$ cat config.mk
export PLATFORM = sky130hd
export DESIGN_NAME = ycbcr_to_rgb_pixel_flat
export DESIGN_NICKNAME = d
export VERILOG_FILES = /design/src/sv/y2r_pkg.sv /design/src/sv/y2r_if.sv /design/src/sv/ycbcr_to_rgb_pixel.sv /design/src/sv/y2r_clamp.sv /design/src/flat_wrapper.sv
export VERILOG_INCLUDE_DIRS = /design/src /design/src/sv
export SDC_FILE = /design/constraint.sdc
export NUM_CORES = 2
export LEC_CHECK = 0
export BUFFER_PORTS_ARGS = -buffer_cell sky130_fd_sc_hd__buf_4
export CAP_MARGIN = 0
export CORE_UTILIZATION = 65
export DETAILED_ROUTE_END_ITERATION = 10
export PLACE_DENSITY = 0.78
export SYNTH_ARGS = -nofsm -noshare
export SYNTH_HDL_FRONTEND = slang
export SYNTH_SLANG_ARGS = --single-unit
$ cat constraint.sdc
create_clock -name clk -period 8 [get_ports clk]
set_clock_uncertainty 0.2 [all_clocks]
set_input_delay 2 -clock clk [delete_from_list [all_inputs] [get_ports clk]]
set_output_delay 2 -clock clk [all_outputs]
set_load 0.02 [all_outputs]
$ cat src/sv/ycbcr_to_rgb_pixel_macros.svh
// ---------------------------------------------------------------------------
// ycbcr_to_rgb_pixel_macros.svh
// Assertion macros for the ycbcr to rgb pixel converter; empty when
// NO_ASSERTIONS is set.
// ---------------------------------------------------------------------------
`ifndef YCBCR_TO_RGB_PIXEL_MACROS_SVH
`define YCBCR_TO_RGB_PIXEL_MACROS_SVH

`ifndef NO_ASSERTIONS

// same-cycle implication, checked out of reset
`define Y2R_ASSERT_IMPLY(label, ante, cons, msg) \
	label: assert property (@(posedge clk) disable iff (!arst_n) (ante) |-> (cons)) \
		else $error(msg);

// next-cycle implication, checked out of reset
`define Y2R_ASSERT_NEXT(label, ante, cons, msg) \
	label: assert property (@(posedge clk) disable iff (!arst_n) (ante) |=> (cons)) \
		else $error(msg);

`else

`define Y2R_ASSERT_IMPLY(label, ante, cons, msg)
`define Y2R_ASSERT_NEXT(label, ante, cons, msg)

`endif

`endif

$ cat src/sv/y2r_pkg.sv
// ---------------------------------------------------------------------------
// y2r_pkg
// Types, register codes and fixed-point coefficient tables of the
// ycbcr to rgb pixel converter.
// ---------------------------------------------------------------------------
package y2r_pkg;

	// fixed-point format of the coefficients
	localparam int COEF_FRAC_BITS = 16;
	localparam int COEF_W = COEF_FRAC_BITS + 2;
	localparam int CSAMP_W = 9;
	localparam int PROD_W = CSAMP_W + COEF_W + 1;
	localparam int ACC_W = PROD_W + 2;

	// configuration register indexes and widths
	localparam int REG_IDX_W = 2;
	localparam int CFG_DATA_W = 4;
	localparam logic [REG_IDX_W-1:0] REG_STANDARD = 2'd0;
	localparam logic [REG_IDX_W-1:0] REG_RANGE = 2'd1;

	// color standard and range codes
	localparam logic [3:0] STD_BT601_A = 4'd2;
	localparam logic [3:0] STD_BT601_B = 4'd4;
	localparam logic [3:0] STD_BT2020 = 4'd6;
	localparam logic [3:0] STD_RESET = 4'd1;
	localparam logic [1:0] RANGE_FULL = 2'd1;
	localparam logic [1:0] RANGE_RESET = 2'd2;

	// sample offsets and output limit
	localparam logic [8:0] LUMA_OFS = 9'd16;
	localparam logic [8:0] CHROMA_ZERO = 9'd128;
	localparam int PIX_MAX = 255;

	// luma weights in units of 1/10000
	localparam longint WR_709 = 2126;
	localparam longint WB_709 = 722;
	localparam longint WR_601 = 2990;
	localparam longint WB_601 = 1140;
	localparam longint WR_2020 = 2627;
	localparam longint WB_2020 = 593;

	localparam longint ONE_Q = longint'(1) << COEF_FRAC_BITS;
	localparam longint LUMA_LIM = (255 * ONE_Q + 109) / 219;

	// bt.709 set, full (_F) and limited (_L) range
	localparam longint K709_RCR_F = (2 * (10000 - WR_709) * ONE_Q + 5000) / 10000;
	localparam longint K709_BCB_F = (2 * (10000 - WB_709) * ONE_Q + 5000) / 10000;
	localparam longint K709_GCR_F = (2 * WR_709 * (10000 - WR_709) * ONE_Q
		+ (10000 - WR_709 - WB_709) * 5000) / ((10000 - WR_709 - WB_709) * 10000);
	localparam longint K709_GCB_F = (2 * WB_709 * (10000 - WB_709) * ONE_Q
		+ (10000 - WR_709 - WB_709) * 5000) / ((10000 - WR_709 - WB_709) * 10000);
	localparam longint K709_RCR_L =
		(2 * (10000 - WR_709) * 255 * ONE_Q + 1120000) / 2240000;
	localparam longint K709_BCB_L =
		(2 * (10000 - WB_709) * 255 * ONE_Q + 1120000) / 2240000;
	localparam longint K709_GCR_L = (2 * WR_709 * (10000 - WR_709) * 255 * ONE_Q
		+ (10000 - WR_709 - WB_709) * 1120000) / ((10000 - WR_709 - WB_709) * 2240000);
	localparam longint K709_GCB_L = (2 * WB_709 * (10000 - WB_709) * 255 * ONE_Q
		+ (10000 - WR_709 - WB_709) * 1120000) / ((10000 - WR_709 - WB_709) * 2240000);

	// bt.601 set
	localparam longint K601_RCR_F = (2 * (10000 - WR_601) * ONE_Q + 5000) / 10000;
	localparam longint K601_BCB_F = (2 * (10000 - WB_601) * ONE_Q + 5000) / 10000;
	localparam longint K601_GCR_F = (2 * WR_601 * (10000 - WR_601) * ONE_Q
		+ (10000 - WR_601 - WB_601) * 5000) / ((10000 - WR_601 - WB_601) * 10000);
	localparam longint K601_GCB_F = (2 * WB_601 * (10000 - WB_601) * ONE_Q
		+ (10000 - WR_601 - WB_601) * 5000) / ((10000 - WR_601 - WB_601) * 10000);
	localparam longint K601_RCR_L =
		(2 * (10000 - WR_601) * 255 * ONE_Q + 1120000) / 2240000;
	localparam longint K601_BCB_L =
		(2 * (10000 - WB_601) * 255 * ONE_Q + 1120000) / 2240000;
	localparam longint K601_GCR_L = (2 * WR_601 * (10000 - WR_601) * 255 * ONE_Q
		+ (10000 - WR_601 - WB_601) * 1120000) / ((10000 - WR_601 - WB_601) * 2240000);
	localparam longint K601_GCB_L = (2 * WB_601 * (10000 - WB_601) * 255 * ONE_Q
		+ (10000 - WR_601 - WB_601) * 1120000) / ((10000 - WR_601 - WB_601) * 2240000);

	// bt.2020 set
	localparam longint K2020_RCR_F = (2 * (10000 - WR_2020) * ONE_Q + 5000) / 10000;
	localparam longint K2020_BCB_F = (2 * (10000 - WB_2020) * ONE_Q + 5000) / 10000;
	localparam longint K2020_GCR_F = (2 * WR_2020 * (10000 - WR_2020) * ONE_Q
		+ (10000 - WR_2020 - WB_2020) * 5000) / ((10000 - WR_2020 - WB_2020) * 10000);
	localparam longint K2020_GCB_F = (2 * WB_2020 * (10000 - WB_2020) * ONE_Q
		+ (10000 - WR_2020 - WB_2020) * 5000) / ((10000 - WR_2020 - WB_2020) * 10000);
	localparam longint K2020_RCR_L =
		(2 * (10000 - WR_2020) * 255 * ONE_Q + 1120000) / 2240000;
	localparam longint K2020_BCB_L =
		(2 * (10000 - WB_2020) * 255 * ONE_Q + 1120000) / 2240000;
	localparam longint K2020_GCR_L = (2 * WR_2020 * (10000 - WR_2020) * 255 * ONE_Q
		+ (10000 - WR_2020 - WB_2020) * 1120000)
		/ ((10000 - WR_2020 - WB_2020) * 2240000);
	localparam longint K2020_GCB_L = (2 * WB_2020 * (10000 - WB_2020) * 255 * ONE_Q
		+ (10000 - WR_2020 - WB_2020) * 1120000)
		/ ((10000 - WR_2020 - WB_2020) * 2240000);

	typedef logic [COEF_W-1:0] coef_t;
	typedef logic signed [ACC_W-1:0] acc_t;

	typedef struct packed {
		coef_t luma;
		coef_t rcr;
		coef_t bcb;
		coef_t gcr;
		coef_t gcb;
	} coef_set_t;

	typedef struct packed {
		logic [7:0] luma_code;
		logic [7:0] cb_code;
		logic [7:0] cr_code;
	} ycc_t;

	typedef struct packed {
		logic [7:0] red;
		logic [7:0] green;
		logic [7:0] blue;
	} rgb_t;

	// coefficient set for a standard code and range code
	function automatic coef_set_t coef_select(input logic [3:0] std, input logic [1:0] rng);
		coef_set_t cs;
		logic full;
		full = (rng == RANGE_FULL);
		cs.luma = full ? COEF_W'(ONE_Q) : COEF_W'(LUMA_LIM);
		if (std == STD_BT2020) begin
			cs.rcr = full ? COEF_W'(K2020_RCR_F) : COEF_W'(K2020_RCR_L);
			cs.bcb = full ? COEF_W'(K2020_BCB_F) : COEF_W'(K2020_BCB_L);
			cs.gcr = full ? COEF_W'(K2020_GCR_F) : COEF_W'(K2020_GCR_L);
			cs.gcb = full ? COEF_W'(K2020_GCB_F) : COEF_W'(K2020_GCB_L);
		end else if (std inside {STD_BT601_A, STD_BT601_B}) begin
			cs.rcr = full ? COEF_W'(K601_RCR_F) : COEF_W'(K601_RCR_L);
			cs.bcb = full ? COEF_W'(K601_BCB_F) : COEF_W'(K601_BCB_L);
			cs.gcr = full ? COEF_W'(K601_GCR_F) : COEF_W'(K601_GCR_L);
			cs.gcb = full ? COEF_W'(K601_GCB_F) : COEF_W'(K601_GCB_L);
		end else begin
			cs.rcr = full ? COEF_W'(K709_RCR_F) : COEF_W'(K709_RCR_L);
			cs.bcb = full ? COEF_W'(K709_BCB_F) : COEF_W'(K709_BCB_L);
			cs.gcr = full ? COEF_W'(K709_GCR_F) : COEF_W'(K709_GCR_L);
			cs.gcb = full ? COEF_W'(K709_GCB_F) : COEF_W'(K709_GCB_L);
		end
		return cs;
	endfunction

endpackage

$ cat src/sv/y2r_if.sv
// ---------------------------------------------------------------------------
// y2r_if
// Valid/ready stream channels of the converter: ycbcr pixels in,
// rgb pixels out.
// ---------------------------------------------------------------------------
interface y2r_ycc_if;
	import y2r_pkg::*;

	logic valid;
	logic ready;
	ycc_t data;

	modport source (output valid, output data, input ready);
	modport sink (input valid, input data, output ready);
endinterface

interface y2r_rgb_if;
	import y2r_pkg::*;

	logic valid;
	logic ready;
	rgb_t data;

	modport source (output valid, output data, input ready);
	modport sink (input valid, input data, output ready);
endinterface

$ cat src/sv/ycbcr_to_rgb_pixel.sv
// ---------------------------------------------------------------------------
// ycbcr_to_rgb_pixel
// Pipelined ycbcr to rgb pixel converter with selectable luma weights and
// full or limited input range.
// ---------------------------------------------------------------------------
// Takes one pixel per clock while the output does not stall: the work runs
// through four register stages (coefficient lookup, multiply, sum, round and
// clamp), the last of which is the output register. Each stage moves on when
// it is empty or the stage after it moves, so bubbles close up and a stalled
// output holds its beat while the earlier stages keep filling. Write the
// standard and range registers only while no pixel is in flight; writes to
// indexes above 1 are ignored.
`include "ycbcr_to_rgb_pixel_macros.svh"

module ycbcr_to_rgb_pixel
	import y2r_pkg::*;
(
	input  logic                  clk,
	input  logic                  arst_n,
	input  logic                  cfg_write,
	input  logic [REG_IDX_W-1:0]  cfg_index,
	input  logic [CFG_DATA_W-1:0] cfg_data,
	y2r_ycc_if.sink               ycc,
	y2r_rgb_if.source             rgb
);

	typedef logic signed [CSAMP_W-1:0] samp_t;
	typedef logic signed [PROD_W-1:0] prod_t;

	logic [3:0] std_q;
	logic [1:0] rng_q;

	logic vld_s1, vld_s2, vld_s3, vld_s4;
	logic adv1, adv2, adv3, adv4;

	coef_set_t cf_s1;
	samp_t y_s1, cb_s1, cr_s1;
	prod_t lt_s2, rcr_s2, bcb_s2, gcr_s2, gcb_s2;
	acc_t accr_s3, accg_s3, accb_s3;
	rgb_t rgb_s4;

	samp_t y_in, cb_in, cr_in;
	logic [7:0] red_c, green_c, blue_c;

	// configuration registers
	always_ff @(posedge clk or negedge arst_n) begin
		if (!arst_n) begin
			std_q <= STD_RESET;
			rng_q <= RANGE_RESET;
		end else if (cfg_write) begin
			case (cfg_index)
				REG_STANDARD: std_q <= cfg_data[3:0];
				REG_RANGE:    rng_q <= cfg_data[1:0];
				default:      ;
			endcase
		end
	end

	// stage advance, closing bubbles
	assign adv4 = !vld_s4 || rgb.ready;
	assign adv3 = !vld_s3 || adv4;
	assign adv2 = !vld_s2 || adv3;
	assign adv1 = !vld_s1 || adv2;
	assign ycc.ready = adv1;

	always_ff @(posedge clk or negedge arst_n) begin
		if (!arst_n) begin
			vld_s1 <= 1'b0;
			vld_s2 <= 1'b0;
			vld_s3 <= 1'b0;
			vld_s4 <= 1'b0;
		end else begin
			if (adv1) vld_s1 <= ycc.valid;
			if (adv2) vld_s2 <= vld_s1;
			if (adv3) vld_s3 <= vld_s2;
			if (adv4) vld_s4 <= vld_s3;
		end
	end

	// centered samples
	always_comb begin
		if (rng_q == RANGE_FULL) begin
			y_in = samp_t'({1'b0, ycc.data.luma_code});
		end else begin
			y_in = samp_t'({1'b0, ycc.data.luma_code} - LUMA_OFS);
		end
		cb_in = samp_t'({1'b0, ycc.data.cb_code} - CHROMA_ZERO);
		cr_in = samp_t'({1'b0, ycc.data.cr_code} - CHROMA_ZERO);
	end

	// stage 1: samples and coefficient set
	always_ff @(posedge clk) begin
		if (adv1 && ycc.valid) begin
			y_s1 <= y_in;
			cb_s1 <= cb_in;
			cr_s1 <= cr_in;
			cf_s1 <= coef_select(std_q, rng_q);
		end
	end

	// stage 2: products
	always_ff @(posedge clk) begin
		if (adv2 && vld_s1) begin
			lt_s2 <= y_s1 * $signed({1'b0, cf_s1.luma});
			rcr_s2 <= cr_s1 * $signed({1'b0, cf_s1.rcr});
			bcb_s2 <= cb_s1 * $signed({1'b0, cf_s1.bcb});
			gcr_s2 <= cr_s1 * $signed({1'b0, cf_s1.gcr});
			gcb_s2 <= cb_s1 * $signed({1'b0, cf_s1.gcb});
		end
	end

	// stage 3: channel sums
	always_ff @(posedge clk) begin
		if (adv3 && vld_s2) begin
			accr_s3 <= acc_t'(lt_s2) + acc_t'(rcr_s2);
			accb_s3 <= acc_t'(lt_s2) + acc_t'(bcb_s2);
			accg_s3 <= acc_t'(lt_s2) - acc_t'(gcr_s2) - acc_t'(gcb_s2);
		end
	end

	// round and clamp each channel
	y2r_clamp u_clamp_r (.acc(accr_s3), .value(red_c));
	y2r_clamp u_clamp_g (.acc(accg_s3), .value(green_c));
	y2r_clamp u_clamp_b (.acc(accb_s3), .value(blue_c));

	// stage 4: output register
	always_ff @(posedge clk) begin
		if (adv4 && vld_s3) begin
			rgb_s4.red <= red_c;
			rgb_s4.green <= green_c;
			rgb_s4.blue <= blue_c;
		end
	end

	assign rgb.valid = vld_s4;
	assign rgb.data = rgb_s4;

	// an accepted pixel always lands in stage 1
	`Y2R_ASSERT_NEXT(a_in_to_s1, ycc.valid && ycc.ready, vld_s1,
		"accepted pixel missing from stage 1")

	// a sum that moves on shows up at the output
	`Y2R_ASSERT_NEXT(a_s3_to_out, vld_s3 && adv4, rgb.valid,
		"stage 3 beat lost on the way to the output")

	// a full, stalled pipe pushes back on the input
	`Y2R_ASSERT_IMPLY(a_full_backpressure,
		rgb.valid && !rgb.ready && vld_s3 && vld_s2 && vld_s1, !ycc.ready,
		"input taken while every stage holds a beat")

endmodule

$ cat src/sv/y2r_clamp.sv
// ---------------------------------------------------------------------------
// y2r_clamp
// Rounds one fixed-point channel sum half away from zero and clamps it
// to an 8-bit component.
// ---------------------------------------------------------------------------
module y2r_clamp
	import y2r_pkg::*;
(
	input  acc_t       acc,
	output logic [7:0] value
);

	localparam int WHOLE_W = ACC_W - COEF_FRAC_BITS;
	localparam acc_t ROUND_HALF = acc_t'(1) <<< (COEF_FRAC_BITS - 1);

	acc_t biased;
	logic signed [WHOLE_W-1:0] whole;

	// add one half, drop the fraction
	assign biased = acc + ROUND_HALF;
	assign whole = biased[ACC_W-1:COEF_FRAC_BITS];

	// negatives go to zero, overflow to full scale
	always_comb begin
		if (acc[ACC_W-1]) begin
			value = 8'd0;
		end else if (whole > $signed(WHOLE_W'(PIX_MAX))) begin
			value = 8'(PIX_MAX);
		end else begin
			value = whole[7:0];
		end
	end

endmodule
$ cat src/flat_wrapper.sv
// flat-port wrapper written by rule: the top's interface ports become plain ports
module ycbcr_to_rgb_pixel_flat import y2r_pkg::*;
  (clk, arst_n, cfg_write, cfg_index, cfg_data, ycc_valid, ycc_data, ycc_ready, rgb_valid, rgb_data, rgb_ready);
  y2r_ycc_if ycc_i ();
  y2r_rgb_if rgb_i ();
  input  logic clk;
  input  logic arst_n;
  input  logic cfg_write;
  input  logic [REG_IDX_W-1:0] cfg_index;
  input  logic [CFG_DATA_W-1:0] cfg_data;
  input wire logic [$bits(ycc_i.valid)-1:0] ycc_valid;
  input wire logic [$bits(ycc_i.data)-1:0] ycc_data;
  output wire logic [$bits(ycc_i.ready)-1:0] ycc_ready;
  output wire logic [$bits(rgb_i.valid)-1:0] rgb_valid;
  output wire logic [$bits(rgb_i.data)-1:0] rgb_data;
  input wire logic [$bits(rgb_i.ready)-1:0] rgb_ready;
  assign ycc_i.valid = ycc_valid;
  assign ycc_i.data = ycc_data;
  assign ycc_ready = ycc_i.ready;
  assign rgb_valid = rgb_i.valid;
  assign rgb_data = rgb_i.data;
  assign rgb_i.ready = rgb_ready;
  ycbcr_to_rgb_pixel u_core (.clk(clk), .arst_n(arst_n), .cfg_write(cfg_write), .cfg_index(cfg_index), .cfg_data(cfg_data), .ycc(ycc_i), .rgb(rgb_i));
endmodule
---- Word-level counts from Yosys, hierarchy flattened ----
Cells that the tools add are included.
word-level totals
  register bits ........................... 381
  bits of input ports ..................... 35
  word-level logic and storage cells ...... 84
operators by class
  add/subtract/negate cells ............... 10
  multiply operators ...................... 5
  order comparisons ....................... 3
  eq/ne operators ......................... 5
  muxes and demuxes ....................... 19
  reduce and logical (&&, ||, !) cells .... 16
operator list
  kind                                                                              number
  72-bit 2-to-1 mux                                                                 2
  9-bit by 19-bit multiplier with 28-bit output                                     5
  30-bit by 17-bit adder with 30-bit output, second input constant                  3
  28-bit by 28-bit adder with 29-bit output                                         2
  18-bit 2-to-1 mux                                                                 3
  16-bit 2-to-1 mux                                                                 3
  14-bit by 9-bit greater-than comparator with 1-bit output, second input constant  3
  14-bit 2-to-1 mux                                                                 3
  8-bit 2-to-1 mux                                                                  4
  15-bit 2-to-1 mux                                                                 2
  29-bit by 28-bit subtractor with 30-bit output                                    1
  28-bit by 28-bit subtractor with 29-bit output                                    1
  8-bit by 8-bit subtractor with 9-bit output, second input constant                2
  13-bit 2-to-1 mux                                                                 1
  11-bit 2-to-1 mux                                                                 1
  8-bit by 5-bit subtractor with 9-bit output, second input constant                1
  4-bit by 3-bit equality test with 1-bit output, second input constant             2
  2-bit by 1-bit equality test with 1-bit output, second input constant             2
  4-bit by 2-bit equality test with 1-bit output, second input constant             1
  1-bit logical AND                                                                 4
  1-bit logical NOT                                                                 4
  1-bit logical OR                                                                  4
  2-bit AND reduction                                                               2
  2-bit logical NOT                                                                 1
  2-bit nonzero test                                                                1

---- Logic depth before layout (Yosys ltp) ----
  depth after elaboration ................. 6
  gate-level depth with buffers ........... 23
  depth with buffers taken out ............ 22

---- Hierarchy ----
Synthesis repeated with hierarchy kept, for this count alone.
second synthesis, totals
  cell total of the unflattened synthesis .. 3570
  area, all modules ....................... 37337.1 um^2
by module, submodules not included
  module              times used  cells an instance  area an instance (um^2)  sequential area each (um^2)
  ycbcr_to_rgb_pixel  1           3447               36458.7                  9741.8
  y2r_clamp           3           41                 292.8                    0.0

---- Worst setup path before layout ----
No wires, ideal clock.
  path type ............................... input -> register
  from .................................... in rgb_ready
  to ...................................... reg u_core.bcb_s2[0] (enable)
  setup time .............................. 0.516 ns
  data arrival time ....................... 5.375 ns
  required time ........................... 7.284 ns
  setup slack ............................. 1.910 ns
  stages .................................. 3
  cell sequence ........................... nor2b_1 nand3_1 and2_1
on the way
  word-level cells in the longest chain between the ends .. 4
RTL lines
  element               line                       RTL
  start, declared       flat_wrapper.sv:16         input wire logic [$bits(rgb_i.ready)-1:0] rgb_ready;
  1-bit logical OR      ycbcr_to_rgb_pixel.sv:60   assign adv4 = !vld_s4 || rgb.ready;
  1-bit logical OR      ycbcr_to_rgb_pixel.sv:61   assign adv3 = !vld_s3 || adv4;
  1-bit logical OR      ycbcr_to_rgb_pixel.sv:62   assign adv2 = !vld_s2 || adv3;
  1-bit logical AND     ycbcr_to_rgb_pixel.sv:103  if (adv2 && vld_s1) begin
  end signal, assigned  ycbcr_to_rgb_pixel.sv:106  bcb_s2 <= cb_s1 * $signed({1'b0, cf_s1.bcb});
  end, declared         ycbcr_to_rgb_pixel.sv:38   prod_t lt_s2, rcr_s2, bcb_s2, gcr_s2, gcb_s2;
Every way passes these cells.
A chain may end at the register's enable or synchronous reset.

---- Final worst setup path ----
  from .................................... reg u_core.cb_s1[7]
  to ...................................... reg u_core.bcb_s2[26], data pin
on the way
  word-level cells in the longest chain between the ends .. 1
RTL lines
  element                                        line                       RTL
  start, declared                                ycbcr_to_rgb_pixel.sv:37   samp_t y_s1, cb_s1, cr_s1;
  start signal, assigned                         ycbcr_to_rgb_pixel.sv:95   cb_s1 <= cb_in;
  9-bit by 19-bit multiplier with 28-bit output  ycbcr_to_rgb_pixel.sv:106
Every way passes these cells.

==> flow_metrics.env <==
export IMPL_reg2reg_to="u_core.bcb_s2[26]"
export IMPL_holdPathStages=1
export IMPL_synth_edf_count=271
export IMPL_io_pins=61
export IMPL_finalHoldViolCount=0
export IMPL_async_flop_share_pct=3.56
export IMPL_start_util_pct=65.8
export IMPL_cap_violations=0
export IMPL_rr_startpoint="u_core.cb_s1[7]"
export IMPL_area_growth_pct=6.59
export IMPL_avgSynthCellArea_sq_um=10.5
export IMPL_worstSetupPathType="reg -> reg"
export IMPL_worstPathCellList="buf_4, nor2b_1, fa_1, fa_1, fa_1, fa_1, ha_1, ha_1, a21oi_1, o21bai_1, a21oi_1, o21ai_0, a211oi_4, nor3b_1, a211oi_2, xnor2_1"
export IMPL_holdPathEnd="u_core.rng_q[0]"
export IMPL_drc_errors=0
export IMPL_cts_buffers=35
export IMPL_cpPeakStageDelay_ns=1.09
export IMPL_cts_root_buf="clkbuf_16"
export IMPL_post_cts_resized=0
export IMPL_r2r_slack_ns=1.40
export IMPL_max_slew_margin_rel_pct=20.4
export IMPL_start_kind="flop"
export IMPL_max_freq_ghz=0.152
export IMPL_synth_most_common_cell="inv_1"
export IMPL_grt_setup_unrepaired="false"
export IMPL_grt_max_degree=82
export IMPL_required_ns=8.10
export IMPL_antenna_found_initial=2
export IMPL_worst_path_buf_inv=1
export IMPL_ys_types=83
export IMPL_period_needed_ns=6.60
export IMPL_yosys_top_cells_area="fa_1 26%, edfxtp_1 24%, ha_1 17%, inv_1 6.2%, and2_1 4.0%"
export IMPL_grt_overflow=0
export IMPL_synth_yosys_seq_area_share_pct=24.3
export IMPL_wl_per_cell_microns=21.3
export IMPL_setup_viol=0
export IMPL_path_max_fanout=35
export IMPL_fin_crit_sh_pct=82.5
export IMPL_clock_sinks=281
export IMPL_hold_path_class="reg -> reg"
export IMPL_holdBufCountCts=0
export IMPL_synth_seq_cells=281
export IMPL_ys_flop_type="edfxtp_1"
export IMPL_grt_pass1_wl_mm=137
export IMPL_cts_tree="built"
export IMPL_yosys_warnings=0
export IMPL_vias=23872
export IMPL_grtUsageTotal_pct=33.4
export IMPL_netlist_instances=3280
export IMPL_clock_path_buffers=3
export IMPL_postCtsSetupBuffers=0
export IMPL_status="finished clean"
export IMPL_avgViaCountPerCell=5.90
export IMPL_core_sq_um=52400
export IMPL_die_h_microns=232
export IMPL_end_kind="flop"
export IMPL_critical_path_top_delay_family="adder cells"
export IMPL_hold_path_startpoint="u_core.rng_q[0]"
export IMPL_cpMostUsedCell="fa_1"
export IMPL_synthTopCellsByCount="568 x inv_1, 471 x ha_1, 456 x fa_1"
export IMPL_tightest_slew_ns=1.19
export IMPL_portBuffers=60
export IMPL_num_nets_final=4291
export IMPL_clk_pin_slew_ns=0.06
export IMPL_drive_above_1_share_pct=5.01
export IMPL_synth_area_sq_um=34500
export IMPL_worstPathArrival_ns=6.70
export IMPL_h_tree_depth=2
export IMPL_dp_hpwl_mm=69.7
export IMPL_die_area_sq_um=54000
export IMPL_ff2ff_path_depth=16
export IMPL_yosysTopAreaCell="fa_1"
export IMPL_ant_nets=0
export IMPL_drt_wl_total_mm=86.3
export IMPL_first_pass_iters=5
export IMPL_drtIter0Drc=1713
export IMPL_cp_slowest_cell="edfxtp_1"
export IMPL_tns_ns=0
export IMPL_die_w_microns=232
export IMPL_insertion_delay_ns=0.56
export IMPL_yosys_area_top_type_share_pct=26.5
export IMPL_slew_violations=0
export IMPL_gp_congestion=0.994
export IMPL_fill_cells=3985
export IMPL_grt_pass1_vias=25226
export IMPL_rows=84
## layout by cell type, fill, tap and decap left out, drive strengths merged, types with 6 or more instances in the layout
cell and instances:
o21bai 21, xor2 48, o2111ai 6, o21a 14, a31oi 21, mux2 8
edfxtp 271, nor3 31, a41oi 7, clkbuf 43, a21o 81, o31ai 7
nand4 19, o211ai 8, or2 9, fa 456, clkinv 13, or3 9
nor2b 56, a211oi 14, o21ai 68, a21oi 142, inv 571, a311oi 6
and3 21, ha 471, and2 222, nor2 92, dfrtp 8, buf 76
nand2 262, nand2b 35, xnor2 106, nand3 48
## flip-flops by register name, indices dropped and copies added (netlist names), 2 cells and up
register	cells
u_core.rcr_s2	28
u_core.accb_s3	14
u_core.rng_q	2
u_core.gcb_s2	28
u_core.rgb.data	24
u_core.accg_s3	15
u_core.cb_s1	8
u_core.y_s1	9
u_core.accr_s3	14
u_core.cr_s1	8
u_core.lt_s2	28
u_core.bcb_s2	28
u_core.cf_s1	39
u_core.gcr_s2	28
u_core.std_q	4
## cell type report
class                           count  area (sq um)  share of cell area (%)
Antenna cell                        1          2.50                 0.00681
Tap cell                          688           861                    2.34
Multi-Input combinational cell   2366         23700                    64.5
Sequential cell                   281          8390                    22.8
Clock buffer                       43           906                    2.46
Inverter                          569          2140                    5.81
Clock inverter                     19           166                   0.453
Timing Repair Buffer               76           571                    1.55
## through the flow
step	instance area (sq um)	util, %	hold WS (ns)	worst slack (ns)	std cells
floorplan	34500	-	0.249	1.91	3281
global placement	35700	68.0	0.286	1.65	3980
detailed placement	35700	68.0	0.315	1.50	3980
CTS	36800	70.1	0.329	1.43	4042
global route	36800	70.1	0.332	1.08	4042
finish	36800	70.1	0.327	1.40	4043
## metal layers
layer  vias up  global-route usage [%]  share of wire, %
met2       834                    54.0                46
met5         -                       0                 0
met3       171                    6.09               7.3
met1     11937                    45.0                42
met4         0                    12.5               3.8
li1      10930                       -                 -
## cells by family (layout without fill, tap and decap cells)
kind of cell | after synthesis | in the layout | share of synthesized area (%)
AOI/OAI and AO/OA | 439 | 439 | 8.53
adders and majority gates | 927 | 927 | 43.6
and+or+nand+nor | 831 | 831 | 12.4
buffers and inverters | 634 | 707 | 6.90
DFF | 281 | 281 | 24.3
muxes | 12 | 12 | 0.377
other | 2 | 4 | 0.0218
xor gates and xnor gates | 154 | 154 | 3.91
## how the worst max path moves through the flow
| stage | depth (start not counted) | startpoint | end |
|---|---|---|---|
| floorplan | 3 | rgb_ready | u_core.bcb_s2[0] |
| global placement | 16 | u_core.cr_s1[7] | u_core.rcr_s2[26] |
| detailed placement | 16 | u_core.cb_s1[7] | u_core.bcb_s2[26] |
| CTS | 16 | u_core.cb_s1[7] | u_core.bcb_s2[26] |
| global route | 16 | u_core.cr_s1[7] | u_core.rcr_s2[26] |
| finish | 16 | u_core.cb_s1[7] | u_core.bcb_s2[26] |
Power is not shown: default switching activity piles up to over one toggle a cycle in this logic, so the estimate is an artifact.
